### src/hdl/fdep_pkg.sv
`default_nettype none

package fdep_pkg;

  localparam int LongNameSlots = 15;
  localparam int StoreDepth    = 13 * LongNameSlots + 1;
  localparam int StoreAw       = $clog2(StoreDepth);
  localparam int StorePw       = $clog2(StoreDepth + 1);
  localparam int LfnAw         = 9;

  localparam logic [7:0] ByteDeleted = 8'hE5;
  localparam logic [7:0] AttrLongName = 8'h0F;
  localparam logic [7:0] SeqFirstFlag = 8'h40;
  localparam logic [7:0] LowerBase = 8'h08;
  localparam logic [7:0] LowerExt = 8'h10;
  localparam logic [7:0] AttrDirectory = 8'h10;
  localparam logic [7:0] CharSpace = 8'h20;
  localparam logic [7:0] CharDot = 8'h2E;
  localparam logic [3:0] LfnChars = 4'd13;

  localparam logic [4:0] CharOffsets [13] = '{
    5'd1, 5'd3, 5'd5, 5'd7, 5'd9, 5'd14, 5'd16, 5'd18, 5'd20, 5'd22, 5'd24, 5'd28, 5'd30
  };

  typedef struct packed {
    logic capture;
    logic decode;
    logic lfn_write;
    logic sfn_write;
    logic rd_issue;
    logic rd_take;
  } cmd_t;

  typedef struct packed {
    logic ended;
    logic is_eod;
    logic is_deleted;
    logic is_lfn;
    logic need_build;
    logic lfn_done;
    logic sfn_done;
    logic term;
    logic full;
    logic out_free;
  } sts_t;

  function automatic logic [7:0] csum_step(input logic [7:0] sum, input logic [7:0] b);
    csum_step = {sum[0], sum[7:1]} + b;
  endfunction

  function automatic logic [7:0] lower_if(input logic [7:0] c, input logic on);
    if (on && c >= 8'h41 && c <= 8'h5A) begin
      lower_if = c + 8'h20;
    end else begin
      lower_if = c;
    end
  endfunction

endpackage

`default_nettype wire

### src/hdl/fat_directory_entry_parser_top.sv
// Deleted entries end at decode; an end-of-directory entry ends at decode once the
// output register is free. A long-name entry makes one name store write per cycle.
// A short entry with no matching long name first writes its own name to the store, then
// reads it byte by byte from the registered-read name store, with at most 196 bytes read.
// One entry is worked on at a time; the last result waits in the output register
// while the next entry is taken. Reset clears control and run state, not the name store.
`default_nettype none

module fat_directory_entry_parser_top (
  input  wire logic        clk_i,
  input  wire logic        rst_ni,
  input  wire logic        in_valid_i,
  output logic             in_ready_o,
  input  wire logic [63:0] entry_bytes_a_i,
  input  wire logic [63:0] entry_bytes_b_i,
  input  wire logic [63:0] entry_bytes_c_i,
  input  wire logic [63:0] entry_bytes_d_i,
  input  wire logic        new_directory_i,
  output logic             out_valid_o,
  input  wire logic        out_ready_i,
  output logic [63:0]      name_chunk_o,
  output logic [3:0]       chunk_bytes_o,
  output logic             last_chunk_o,
  output logic             end_of_directory_o,
  output logic [7:0]       attributes_o,
  output logic [31:0]      file_size_o,
  output logic [31:0]      first_cluster_o,
  output logic [31:0]      created_stamp_o,
  output logic [31:0]      modified_stamp_o,
  output logic [15:0]      accessed_date_o,
  output logic [15:0]      entry_start_o,
  output logic [7:0]       entry_count_o
);

  fdep_pkg::cmd_t cmd;
  fdep_pkg::sts_t sts;

  fdep_ctrl u_ctrl (
    .clk_i      (clk_i),
    .rst_ni     (rst_ni),
    .in_valid_i (in_valid_i),
    .in_ready_o (in_ready_o),
    .sts_i      (sts),
    .cmd_o      (cmd)
  );

  fdep_dp u_dp (
    .clk_i              (clk_i),
    .rst_ni             (rst_ni),
    .entry_bytes_a_i    (entry_bytes_a_i),
    .entry_bytes_b_i    (entry_bytes_b_i),
    .entry_bytes_c_i    (entry_bytes_c_i),
    .entry_bytes_d_i    (entry_bytes_d_i),
    .new_directory_i    (new_directory_i),
    .cmd_i              (cmd),
    .sts_o              (sts),
    .out_ready_i        (out_ready_i),
    .out_valid_o        (out_valid_o),
    .name_chunk_o       (name_chunk_o),
    .chunk_bytes_o      (chunk_bytes_o),
    .last_chunk_o       (last_chunk_o),
    .end_of_directory_o (end_of_directory_o),
    .attributes_o       (attributes_o),
    .file_size_o        (file_size_o),
    .first_cluster_o    (first_cluster_o),
    .created_stamp_o    (created_stamp_o),
    .modified_stamp_o   (modified_stamp_o),
    .accessed_date_o    (accessed_date_o),
    .entry_start_o      (entry_start_o),
    .entry_count_o      (entry_count_o)
  );

  a_eod_word : assert property (@(posedge clk_i) disable iff (!rst_ni)
    out_valid_o && end_of_directory_o |-> last_chunk_o && chunk_bytes_o == 4'd0)
    else $error("end-of-directory word is not a bare final word");

  a_full_chunk : assert property (@(posedge clk_i) disable iff (!rst_ni)
    out_valid_o && !last_chunk_o |-> chunk_bytes_o == 4'd8)
    else $error("a word before the last one is not full");

  a_max_bytes : assert property (@(posedge clk_i) disable iff (!rst_ni)
    out_valid_o |-> chunk_bytes_o <= 4'd8)
    else $error("word carries more than eight bytes");

  a_one_entry : assert property (@(posedge clk_i) disable iff (!rst_ni)
    in_valid_i && in_ready_o |=> !in_ready_o)
    else $error("entry taken while the previous one is being decoded");

endmodule

`default_nettype wire

### src/hdl/fdep_ram.sv
`default_nettype none

module fdep_ram #(
  parameter int Width = 8,
  parameter int Depth = 196
) (
  input  wire logic                     clk_i,
  input  wire logic                     we_i,
  input  wire logic [$clog2(Depth)-1:0] waddr_i,
  input  wire logic [Width-1:0]         wdata_i,
  input  wire logic                     re_i,
  input  wire logic [$clog2(Depth)-1:0] raddr_i,
  output logic      [Width-1:0]         rdata_o
);

  logic [Width-1:0] mem_q [Depth];

  always_ff @(posedge clk_i) begin
    if (we_i) begin
      mem_q[waddr_i] <= wdata_i;
    end
    if (re_i) begin
      rdata_o <= mem_q[raddr_i];
    end
  end

endmodule

`default_nettype wire

### src/hdl/fdep_ctrl.sv
`default_nettype none

module fdep_ctrl (
  input  wire logic          clk_i,
  input  wire logic          rst_ni,
  input  wire logic          in_valid_i,
  output logic               in_ready_o,
  input  wire fdep_pkg::sts_t sts_i,
  output fdep_pkg::cmd_t     cmd_o
);

  localparam logic [2:0] StIdle   = 3'd0;
  localparam logic [2:0] StDecode = 3'd1;
  localparam logic [2:0] StLfnWr  = 3'd2;
  localparam logic [2:0] StSfnWr  = 3'd3;
  localparam logic [2:0] StRdReq  = 3'd4;
  localparam logic [2:0] StRdData = 3'd5;

  logic [2:0] state_q, state_d;

  always_comb begin
    state_d    = state_q;
    cmd_o      = '0;
    in_ready_o = 1'b0;
    unique case (state_q)
      StIdle: begin
        in_ready_o = 1'b1;
        if (in_valid_i) begin
          cmd_o.capture = 1'b1;
          state_d = StDecode;
        end
      end
      StDecode: begin
        if (sts_i.ended) begin
          state_d = StIdle;
        end else if (sts_i.is_eod) begin
          if (sts_i.out_free) begin
            cmd_o.decode = 1'b1;
            state_d = StIdle;
          end
        end else if (sts_i.is_deleted) begin
          cmd_o.decode = 1'b1;
          state_d = StIdle;
        end else if (sts_i.is_lfn) begin
          cmd_o.decode = 1'b1;
          state_d = StLfnWr;
        end else begin
          cmd_o.decode = 1'b1;
          state_d = sts_i.need_build ? StSfnWr : StRdReq;
        end
      end
      StLfnWr: begin
        cmd_o.lfn_write = 1'b1;
        if (sts_i.lfn_done) begin
          state_d = StIdle;
        end
      end
      StSfnWr: begin
        cmd_o.sfn_write = 1'b1;
        if (sts_i.sfn_done) begin
          state_d = StRdReq;
        end
      end
      StRdReq: begin
        cmd_o.rd_issue = 1'b1;
        state_d = StRdData;
      end
      StRdData: begin
        if (sts_i.out_free || (!sts_i.full && !sts_i.term)) begin
          cmd_o.rd_take = 1'b1;
          state_d = sts_i.term ? StIdle : StRdReq;
        end
      end
      default: begin
        state_d = StIdle;
      end
    endcase
  end

  always_ff @(posedge clk_i or negedge rst_ni) begin
    if (!rst_ni) begin
      state_q <= StIdle;
    end else begin
      state_q <= state_d;
    end
  end

endmodule

`default_nettype wire

### src/hdl/fdep_dp.sv
`default_nettype none

module fdep_dp (
  input  wire logic           clk_i,
  input  wire logic           rst_ni,
  input  wire logic [63:0]    entry_bytes_a_i,
  input  wire logic [63:0]    entry_bytes_b_i,
  input  wire logic [63:0]    entry_bytes_c_i,
  input  wire logic [63:0]    entry_bytes_d_i,
  input  wire logic           new_directory_i,
  input  wire fdep_pkg::cmd_t cmd_i,
  output fdep_pkg::sts_t      sts_o,
  input  wire logic           out_ready_i,
  output logic                out_valid_o,
  output logic [63:0]         name_chunk_o,
  output logic [3:0]          chunk_bytes_o,
  output logic                last_chunk_o,
  output logic                end_of_directory_o,
  output logic [7:0]          attributes_o,
  output logic [31:0]         file_size_o,
  output logic [31:0]         first_cluster_o,
  output logic [31:0]         created_stamp_o,
  output logic [31:0]         modified_stamp_o,
  output logic [15:0]         accessed_date_o,
  output logic [15:0]         entry_start_o,
  output logic [7:0]          entry_count_o
);

  logic [255:0] entry_q;
  logic [7:0]   b [32];
  logic [7:0]   csum_part_q;
  logic [15:0]  index_q;
  logic         seen_q;
  logic [7:0]   lcsum_q;
  logic [15:0]  rstart_q;
  logic [7:0]   rlen_q;
  logic         ended_q;
  logic [3:0]   wcnt_q;
  logic [3:0]   wpos_q;
  logic [fdep_pkg::StorePw-1:0] rp_q;
  logic [3:0]   n_q;
  logic [63:0]  chunk_q;
  logic         cap_q;
  logic         out_valid_q;

  logic [7:0]   csum_part;
  logic [7:0]   csum;
  logic [7:0]   rdata;
  logic [7:0]   rlen_inc;
  logic         first;
  logic [3:0]   seq;
  logic [3:0]   seqm1;
  logic         is_dir;
  logic         load_eod;
  logic         emit;
  logic         we;
  logic [fdep_pkg::LfnAw-1:0] waddr;
  logic [7:0]   wdata;
  logic [3:0]   lane;

  always_comb begin
    for (int k = 0; k < 32; k++) begin
      b[k] = entry_q[8*k +: 8];
    end
  end

  always_comb begin
    csum_part = 8'd0;
    for (int k = 0; k < 6; k++) begin
      csum_part = fdep_pkg::csum_step(csum_part, entry_bytes_a_i[8*k +: 8]);
    end
    csum = csum_part_q;
    for (int k = 6; k < 11; k++) begin
      csum = fdep_pkg::csum_step(csum, b[k]);
    end
  end

  assign first    = (b[0] & fdep_pkg::SeqFirstFlag) != 8'd0;
  assign seq      = b[0][3:0];
  assign seqm1    = (seq == 4'd0) ? 4'd0 : seq - 4'd1;
  assign is_dir   = (b[11] & fdep_pkg::AttrDirectory) != 8'd0;
  assign rlen_inc = (rlen_q == 8'hFF) ? rlen_q : rlen_q + 8'd1;
  assign load_eod = cmd_i.decode && sts_o.is_eod && !ended_q;
  assign emit     = cmd_i.rd_take && (sts_o.full || sts_o.term);
  assign lane     = n_q;

  always_comb begin
    sts_o            = '0;
    sts_o.ended      = ended_q;
    sts_o.is_eod     = b[0] == 8'd0;
    sts_o.is_deleted = b[0] == fdep_pkg::ByteDeleted;
    sts_o.is_lfn     = b[11] == fdep_pkg::AttrLongName;
    sts_o.need_build = !seen_q || (csum != lcsum_q);
    sts_o.lfn_done   = wcnt_q == fdep_pkg::LfnChars;
    sts_o.sfn_done   = (wcnt_q == 4'd8 && is_dir) || wcnt_q == 4'd12;
    sts_o.term       = cap_q || rdata == 8'd0;
    sts_o.full       = n_q == 4'd8;
    sts_o.out_free   = !out_valid_q || out_ready_i;
  end

  always_comb begin
    we    = 1'b0;
    waddr = '0;
    wdata = 8'd0;
    if (cmd_i.lfn_write) begin
      we = 1'b1;
      if (wcnt_q == 4'd0) begin
        waddr = fdep_pkg::LfnAw'({5'd0, seq} * 9'd13);
      end else begin
        waddr = fdep_pkg::LfnAw'({5'd0, seqm1} * 9'd13) + {5'd0, wcnt_q - 4'd1};
        wdata = b[fdep_pkg::CharOffsets[wcnt_q - 4'd1]];
      end
    end else if (cmd_i.sfn_write) begin
      waddr = {5'd0, wpos_q};
      if (wcnt_q < 4'd8) begin
        we    = b[{1'b0, wcnt_q}] != fdep_pkg::CharSpace;
        wdata = fdep_pkg::lower_if(b[{1'b0, wcnt_q}], (b[12] & fdep_pkg::LowerBase) != 8'd0);
      end else if (wcnt_q == 4'd8) begin
        we    = 1'b1;
        wdata = is_dir ? 8'd0 : fdep_pkg::CharDot;
      end else if (wcnt_q < 4'd12) begin
        we    = 1'b1;
        wdata = fdep_pkg::lower_if(b[5'({1'b0, wcnt_q} - 5'd1)],
                                   (b[12] & fdep_pkg::LowerExt) != 8'd0);
      end else begin
        we = 1'b1;
      end
    end
  end

  fdep_ram #(
    .Width (8),
    .Depth (fdep_pkg::StoreDepth)
  ) u_name_store (
    .clk_i   (clk_i),
    .we_i    (we && waddr < fdep_pkg::LfnAw'(fdep_pkg::StoreDepth)),
    .waddr_i (waddr[fdep_pkg::StoreAw-1:0]),
    .wdata_i (wdata),
    .re_i    (cmd_i.rd_issue && rp_q < fdep_pkg::StorePw'(fdep_pkg::StoreDepth)),
    .raddr_i (rp_q[fdep_pkg::StoreAw-1:0]),
    .rdata_o (rdata)
  );

  always_ff @(posedge clk_i or negedge rst_ni) begin
    if (!rst_ni) begin
      index_q     <= '0;
      seen_q      <= 1'b0;
      lcsum_q     <= '0;
      rstart_q    <= '0;
      rlen_q      <= '0;
      ended_q     <= 1'b0;
      out_valid_q <= 1'b0;
    end else begin
      if (cmd_i.capture && new_directory_i) begin
        index_q  <= '0;
        seen_q   <= 1'b0;
        lcsum_q  <= '0;
        rstart_q <= '0;
        rlen_q   <= '0;
        ended_q  <= 1'b0;
      end
      if (cmd_i.decode && !ended_q) begin
        if (sts_o.is_eod) begin
          ended_q <= 1'b1;
        end else if (sts_o.is_deleted) begin
          index_q <= index_q + 16'd1;
        end else if (sts_o.is_lfn) begin
          lcsum_q <= b[13];
          seen_q  <= 1'b1;
          if (first) begin
            rstart_q <= index_q;
            rlen_q   <= 8'd1;
          end else begin
            rlen_q <= rlen_inc;
          end
          index_q <= index_q + 16'd1;
        end else begin
          if (sts_o.need_build) begin
            rstart_q <= index_q;
            rlen_q   <= 8'd1;
          end else begin
            rlen_q <= rlen_inc;
          end
          seen_q  <= 1'b0;
          index_q <= index_q + 16'd1;
        end
      end
      if (load_eod || emit) begin
        out_valid_q <= 1'b1;
      end else if (out_ready_i) begin
        out_valid_q <= 1'b0;
      end
    end
  end

  always_ff @(posedge clk_i) begin
    if (cmd_i.capture) begin
      entry_q     <= {entry_bytes_d_i, entry_bytes_c_i, entry_bytes_b_i, entry_bytes_a_i};
      csum_part_q <= csum_part;
    end
    if (cmd_i.decode) begin
      wcnt_q  <= (sts_o.is_lfn && !first) ? 4'd1 : 4'd0;
      wpos_q  <= '0;
      rp_q    <= '0;
      n_q     <= '0;
      chunk_q <= '0;
    end
    if (cmd_i.lfn_write) begin
      wcnt_q <= wcnt_q + 4'd1;
    end
    if (cmd_i.sfn_write) begin
      if (wcnt_q < 4'd8 && b[{1'b0, wcnt_q}] == fdep_pkg::CharSpace) begin
        wcnt_q <= 4'd8;
      end else begin
        wcnt_q <= wcnt_q + 4'd1;
        wpos_q <= wpos_q + 4'd1;
      end
    end
    if (cmd_i.rd_issue) begin
      cap_q <= rp_q == fdep_pkg::StorePw'(fdep_pkg::StoreDepth);
    end
    if (cmd_i.rd_take && !sts_o.term) begin
      rp_q <= rp_q + fdep_pkg::StorePw'(1);
      if (sts_o.full) begin
        chunk_q <= {56'd0, rdata};
        n_q     <= 4'd1;
      end else begin
        chunk_q[8*lane[2:0] +: 8] <= rdata;
        n_q <= n_q + 4'd1;
      end
    end
    if (load_eod) begin
      name_chunk_o       <= '0;
      chunk_bytes_o      <= '0;
      last_chunk_o       <= 1'b1;
      end_of_directory_o <= 1'b1;
      attributes_o       <= '0;
      file_size_o        <= '0;
      first_cluster_o    <= '0;
      created_stamp_o    <= '0;
      modified_stamp_o   <= '0;
      accessed_date_o    <= '0;
      entry_start_o      <= '0;
      entry_count_o      <= '0;
    end else if (emit) begin
      name_chunk_o       <= chunk_q;
      chunk_bytes_o      <= n_q;
      last_chunk_o       <= sts_o.term;
      end_of_directory_o <= 1'b0;
      attributes_o       <= b[11];
      file_size_o        <= {b[31], b[30], b[29], b[28]};
      first_cluster_o    <= {b[21], b[20], b[27], b[26]};
      created_stamp_o    <= {b[17], b[16], b[15], b[14]};
      modified_stamp_o   <= {b[25], b[24], b[23], b[22]};
      accessed_date_o    <= {b[19], b[18]};
      entry_start_o      <= rstart_q;
      entry_count_o      <= rlen_q;
    end
  end

  assign out_valid_o = out_valid_q;

endmodule

`default_nettype wire
### config.mk
export PLATFORM = sky130hd
export DESIGN_NAME = fat_directory_entry_parser_top
export DESIGN_NICKNAME = d
export VERILOG_FILES = /design/src/hdl/fdep_pkg.sv /design/src/hdl/fat_directory_entry_parser_top.sv /design/src/hdl/fdep_ram.sv /design/src/hdl/fdep_ctrl.sv /design/src/hdl/fdep_dp.sv
export SDC_FILE = /design/constraint.sdc
export NUM_CORES = 2
export LEC_CHECK = 0
export BUFFER_PORTS_ARGS = -buffer_cell sky130_fd_sc_hd__clkbuf_2
export CAP_MARGIN = 20
export CORE_ASPECT_RATIO = 1.25
export CORE_MARGIN = 8
export CORE_UTILIZATION = 34
export CTS_CLUSTER_DIAMETER = 60
export DETAILED_ROUTE_END_ITERATION = 6
export PLACE_DENSITY = 0.47
export REMOVE_ABC_BUFFERS = 1
export SYNTH_ARGS = -nofsm -noshare
export SYNTH_HDL_FRONTEND = slang
export SYNTH_SLANG_ARGS = --single-unit
### constraint.sdc
create_clock -name clk_i -period 19.9 [get_ports clk_i]
set_input_delay 3.98 -clock clk_i [delete_from_list [all_inputs] [get_ports clk_i]]
set_output_delay 3.98 -clock clk_i [all_outputs]
set_load 0.02 [all_outputs]
* After elaboration in Yosys (flattened, before gate mapping)
Memories as Yosys holds them, arrays and structs flattened. A register that Yosys moved wholly into a read port is not among the register bits.
Index checks and enable logic that the tools add are counted.
** Storage, ports and cells
- Register bits :: 649
- Latch bits :: 0
- Memory bits (writable) :: 1568
- Memory bits (read-only) :: 80
- Output and inout port bits :: 248
- Memories kept :: 2
** Operators by class
- $add $sub $neg :: 23
- Multiply operators :: 2
- Divide/modulo/power cells :: 0
- Magnitude comparators :: 12
- Equal/unequal tests :: 21
- Shift-type cells :: 2
- Muxes and demuxes :: 103
- Bitwise gates (word level) :: 4
- Reduce and logical (&&, ||, !) cells :: 38
** Memory list
- u_dp.u_name_store.mem_q :: depth 196, bits a word 8, rd ports 1, clocked after memory_dff 1, write ports 1, RTL line fdep_ram.sv:16 : logic [Width-1:0] mem_q [Depth];
- (name not given) :: depth 16, bits a word 5, rd ports 1, clocked after memory_dff 0, write ports 0, RTL line fdep_dp.sv:111 : wdata = b[fdep_pkg::CharOffsets[wcnt_q - 4'd1]];
** Operator list (number)
- 2-to-1 mux 8 bit :: 29
- 2-to-1 mux 64 bit :: 3
- 2-to-1 mux 16 bit :: 10
- binary-select mux 8 bit (select 5 bit) :: 3
- adder 8 bit :: 10
- bitwise mux 64 bit :: 1
- variable shift 8 x 34 -> 64 bit (first input constant) :: 1
- indexed part select 8 x 34 -> 64 bit :: 1
- 2-to-1 mux 4 bit :: 12
- negation 6 -> 34 bit :: 1
- 2-to-1 mux 3 bit :: 11
- 2-to-1 mux 1 bit :: 28
- == test 8 bit (second input constant) :: 3
- greater-or-equal comparator 6 bit (second input constant) :: 3
- 2-to-1 mux 9 bit :: 2
- one-hot mux 3 bit (6 select lines) :: 1
- adder 16 x 1 -> 16 bit (second input constant) :: 1
- adder 8 x 1 -> 8 bit (second input constant) :: 2
- adder 8 x 6 -> 8 bit (second input constant) :: 2
- == test 4 bit (second input constant) :: 4
- greater-or-equal comparator 8 x 7 -> 1 bit (second input constant) :: 2
- less-or-equal comparator 8 x 7 -> 1 bit (second input constant) :: 2
- logical AND 1 bit :: 16
- zero test 8 bit :: 2
- other kinds (31) :: 55

* Logic depth before layout (Yosys ltp)
- Word-level depth :: 14
- Mapped depth :: 30

* By module
A second synthesis with hierarchy kept.
** Unflattened totals
- Cell total of the unflattened synthesis :: 5889
- Area, all modules :: 92556.3 um^2
** By module, submodules not included
- fdep_ram :: instances 1, cells an instance 2992, area an instance 61470.2 um^2
- fdep_dp :: instances 1, cells an instance 2858, area an instance 30793.3 um^2
- fdep_ctrl :: instances 1, cells an instance 39, area an instance 292.8 um^2

* Worst setup path after synthesis
OpenSTA, ideal clock, no wires.
- Kind :: register -> register
- From :: register u_dp.wcnt_q[1]
- To :: memory u_dp.u_name_store.mem_q[0][4], data pin
- Arrival :: 15.267 ns
- Data required time :: 17.270 ns
- Setup slack :: 2.003 ns
- Cell stages (with the launch flop) :: 13
- Path through :: edfxtp_1 clkbuf_1 clkinv_1 ha_1 buf_2 buf_4 buf_4 mux2i_1 a31oi_1 o211ai_1 a221o_1 o31a_1 o311ai_0
** On the way
- Word-level cells in the longest chain between the ends :: 14
** RTL lines
- start: declaration :: RTL line fdep_dp.sv:38 : logic [3:0] wcnt_q;
- start signal: assignment :: RTL line fdep_dp.sv:202 : wcnt_q <= (sts_o.is_lfn && !first) ? 4'd1 : 4'd0;
- start signal: assignment :: RTL line fdep_dp.sv:209 : wcnt_q <= wcnt_q + 4'd1;
- start signal: assignment :: RTL line fdep_dp.sv:215 : wcnt_q <= wcnt_q + 4'd1;
- subtractor 4 x 1 -> 5 bit :: RTL line fdep_dp.sv:123 : wdata = fdep_pkg::lower_if(b[5'({1'b0, wcnt_q} - 5'd1)],
- NOT 5 -> 6 bit (not written as such) :: RTL line fdep_dp.sv:123
- binary-select mux 8 bit (select 5 bit) :: RTL line fdep_dp.sv:123
- 2-to-1 mux 8 bit (not written as such) (2 in a row) :: RTL line fdep_dp.sv:123
- greater-or-equal comparator 8 x 7 -> 1 bit :: RTL line fdep_pkg.sv:52 : if (on && c >= 8'h41 && c <= 8'h5A) begin
- logical AND 1 bit (2 in a row) :: RTL line fdep_pkg.sv:52
- 2-to-1 mux 8 bit :: RTL line fdep_pkg.sv:52
- 2-to-1 mux 8 bit :: RTL line fdep_dp.sv:121 : end else if (wcnt_q < 4'd12) begin
- 2-to-1 mux 8 bit :: RTL line fdep_dp.sv:118 : end else if (wcnt_q == 4'd8) begin
- 2-to-1 mux 8 bit :: RTL line fdep_dp.sv:115 : if (wcnt_q < 4'd8) begin
- 2-to-1 mux 8 bit :: RTL line fdep_dp.sv:113 : end else if (cmd_i.sfn_write) begin
- 2-to-1 mux 8 bit * :: RTL line fdep_dp.sv:105 : if (cmd_i.lfn_write) begin
- via u_dp.u_name_store.wdata_i[4] :: RTL line fdep_ram.sv:10 : input wire logic [Width-1:0] wdata_i,
- end: declaration :: RTL line fdep_ram.sv:16
The timed path passes the listed nets; every way through them passes the cells marked *. The select of a mux whose other input is x is not followed.

* Worst setup path after layout
- From :: input entry_bytes_a_i[1]
- To :: register u_dp.csum_part_q[7], data pin
** On the way
- Word-level cells in the longest chain between the ends :: 5
** RTL lines
- start: declaration :: RTL line fat_directory_entry_parser_top.sv:14 : input wire logic [63:0] entry_bytes_a_i,
- adder 8 bit (5 in a row) :: RTL line fdep_pkg.sv:48 : csum_step = {sum[0], sum[7:1]} + b;
- via u_dp.csum_part[7] :: RTL line fdep_dp.sv:46 : logic [7:0] csum_part;
- end signal: assignment :: RTL line fdep_dp.sv:199 : csum_part_q <= csum_part;
- end: declaration :: RTL line fdep_dp.sv:31 : logic [7:0] csum_part_q;
The timed path passes the listed nets, and every way through them passes these cells.
A chain may end at the register's enable or synchronous reset.

==> impl_metrics.tcl <==
set metrics [dict create \
    fin_total_pwr_mw 20.7 \
    ys_top_cells_by_count "edfxtp_1 (1857), nand2_1 (750), mux4_2 (588)" \
    htreeDepth 4 \
    worstReg2RegStart "u_dp.wcnt_q[1]" \
    areaGrowthSynthToFinish_pct 16.5 \
    ys_async_sr_fraction_pct 2.43 \
    drt_iter0_drc 4705 \
    dp_hpwl_um 197000 \
    drt_pre_antenna_iters 5 \
    drive_above_1_share_pct 26.9 \
    ir_drop_v 0.000283 \
    grt_pass1_wl_um 415000 \
    setup_viol 0 \
    worst_slew_pin_slew_ns 1.35 \
    io-pin-count 509 \
    fin_worst_skew_ns 0.0997 \
    hold_class "reg2reg" \
    reg2reg_depth 18 \
    gr-usage-all-layers_pct 19.7 \
    startpoint_type "input port" \
    synth_area_leaders "edfxtp_1 (60%), mux4_2 (14%), dfxtp_1 (6.8%)" \
    io_buffers 508 \
    status "finished, final reports clean" \
    cts_buffer_depth 4 \
    cts.sinks 2225 \
    dieHeight_um 599 \
    slew_headroom_pct 10.1 \
    seq_area_frac_synth_pct 68.7 \
    fp.coreArea_um2 271000 \
    power_density_nw_per_um2 192 \
    cts-hold-fix-buffers 0 \
    netlist_instances 5595 \
    antenna_found_initial 15 \
    nNetsFinal 6629 \
    cts.clk_slew.worst_paths_ns 0.07 \
    routabilityCongestion 0.869 \
    grt_pass1_vias 54300 \
    gr-total-overflow 0 \
    arrival_ns 8.86 \
    max_freq_mhz 121 \
    rr_endpoint "u_dp.u_name_store.mem_q[133][4]" \
    postCtsSetupBuffers 0 \
    drv_cap 0 \
    wirelength_um 294000 \
    worstPathRequired_ns 20.51 \
    cts_tree "built" \
    rsz0062_at_grt "no" \
    syn_avg_cell_area_um2 16.5 \
    antenna_left 0 \
    synth_edf_count 1857 \
    routed_via_density 5.39 \
    p_leak_nw 36.7 \
    critPathLaunch "entry_bytes_a_i[1]" \
    final_max_slew_viol_count 0 \
    period_share_pct 41.5 \
    yosys_most_used_dff "edfxtp_1" \
    clk_latency_ns 0.90 \
    rows 214 \
    post-route-drc-count 0 \
    cts-root-buf "clkbuf_16" \
    die_w_um 482 \
    synth.most_common_cell "edfxtp_1" \
    critical_path_class "in2reg" \
    synthDistinctLibCells 87 \
    finalSetupTns_ns 0 \
    rrSetupSlack_ns 12.23 \
    wl_per_cell_um 29.5 \
    cts_resized 0 \
    finalHoldViolCount 0 \
    grt_max_degree 197 \
    synth_warnings 0 \
    cp_max_fo 2 \
    fin_crit_ns 8.26 \
    initial_utilization_pct 34.1 \
    crit_end "u_dp.csum_part_q[7]" \
    num_vias 53700 \
    critPathCaptureType "flip-flop" \
    synth.largest_area_cell "edfxtp_1" \
    cts_made_buffers 231 \
    syn_area_um2 92300 \
    dieArea_um2 289000 \
    yosysTopAreaCellShare_pct 60.4 \
    fillers 24800 \
    synth-seq-cells 2225 \
]
==> worst max-delay path, stage by stage <==
cell and delay [ns]:
clkbuf_2 0.10, ha_1 0.31, fa_1 0.53, ha_1 0.28, inv_1 0.10, fa_1 0.50, inv_1 0.04, ha_1 0.19
inv_1 0.08, fa_1 0.41, inv_1 0.07, ha_1 0.16, inv_1 0.06, fa_1 0.42, xnor2_1 0.28, ha_1 0.29
a21o_1 0.15, a21oi_1 0.23, o21bai_1 0.10, a21oi_1 0.23, o21bai_1 0.09, a21oi_1 0.18, xnor2_1 0.08
==> final cells by class <==
type                       instances  area, µm²  area share (%)
clock inverter                   140       1480            1.38
clock buffer                     273       6080            5.66
antenna                            9       22.5          0.0209
tap                             3564       4460            4.15
multi-input combinational       2924      27300            25.4
timing repair buffer             743       4410            4.10
inverter                         101        394           0.366
sequential                      2225      63400            58.9
==> registers in the layout, indices dropped and copies added, names as in the netlist, 16 cells and up <==
name	cells
u_dp.u_name_store.mem_q	1568
u_dp.accessed_date_o	16
u_dp.name_chunk_o	64
u_dp.created_stamp_o	32
u_dp.index_q	16
u_dp.modified_stamp_o	32
u_dp.rstart_q	16
u_dp.entry_q	256
u_dp.chunk_q	64
u_dp.entry_start_o	16
u_dp.first_cluster_o	32
u_dp.file_size_o	32
==> cell families after synthesis <==
logic type,Yosys count,synth area share [%]
DFF,2225,68.7
and+or+nand+nor,1272,5.91
AOI/OAI and AO/OA,724,4.93
muxes,687,15.5
buffers and inverters,446,1.96
adders and majority gates,142,2.03
xor gates and xnor gates,99,0.960
==> stage by stage <==
step                utilization, %  instance area (µm²)  setup slack, ns  hold WS (ns)  std cells
floorplan                        -                90900            -1.76         0.425       5250
global placement              36.8                99800            10.74         0.436       9530
detailed placement            36.9                99900            10.78         0.442       9553
CTS                           39.7               108000            11.72         0.453       9966
global route                  39.7               108000            11.33         0.470       9971
finish                        39.7               108000            11.64         0.446       9979
==> report_power, final <==
| group | switching, mW | internal [mW] | total, mW |
|---|---|---|---|
| combinational | 6.08 | 3.36 | 9.43 |
| clock | 1.85 | 2.54 | 4.39 |
| sequential | 0.332 | 6.52 | 6.85 |
| total | 8.26 | 12.4 | 20.7 |
==> metal layers <==
layer,up-vias,part of all wire [%],GRT usage [%],wire length (µm)
li1,23200,-,-,-
met1,28300,40,24.7,117000
met2,1763,51,34.6,149000
met3,433,5.8,3.27,17000
met4,12,3.7,6.67,11000
met5,-,0.025,0,73
==> worst min path at each step <==
stage	startpoint	endpoint	slack, ns	cells after the start
final	u_dp.chunk_q[12]	u_dp.name_chunk_o[12]	0.45	2
after global routing	u_dp.chunk_q[28]	u_dp.name_chunk_o[28]	0.47	2
after CTS	u_dp.chunk_q[12]	u_dp.name_chunk_o[12]	0.45	2
after detailed placement	u_dp.end_of_directory_o	u_dp.end_of_directory_o	0.44	1
after global placement	u_dp.chunk_q[31]	u_dp.name_chunk_o[31]	0.44	2
after floorplan	u_dp.chunk_q[56]	u_dp.chunk_q[56]	0.42	2
==> layout by cell type (no fill, tap or decap), drive strengths merged, types with 9 or more instances in the layout <==
master    count
xor2         29
nor3        152
a22o         25
and3         11
a31oi        31
nand2       750
inv         109
dfxtp       314
nand3        70
dfrtp        54
o211ai       13
a21o         34
nor2b        16
nor2        160
nand4        14
and2         50
a311oi       21
nand2b       11
mux2         10
o21bai       23
mux2i        84
diode         9
nor4         10
clkinvlp     10
a211oi       62
clkbuf      780
clkinv       94
a32o         25
fa           13
bufinv       28
ha          129
edfxtp     1857
a21oi       348
xnor2        70
buf         236
o21ai        77
mux4        593
(Power assumes the default switching activity.)
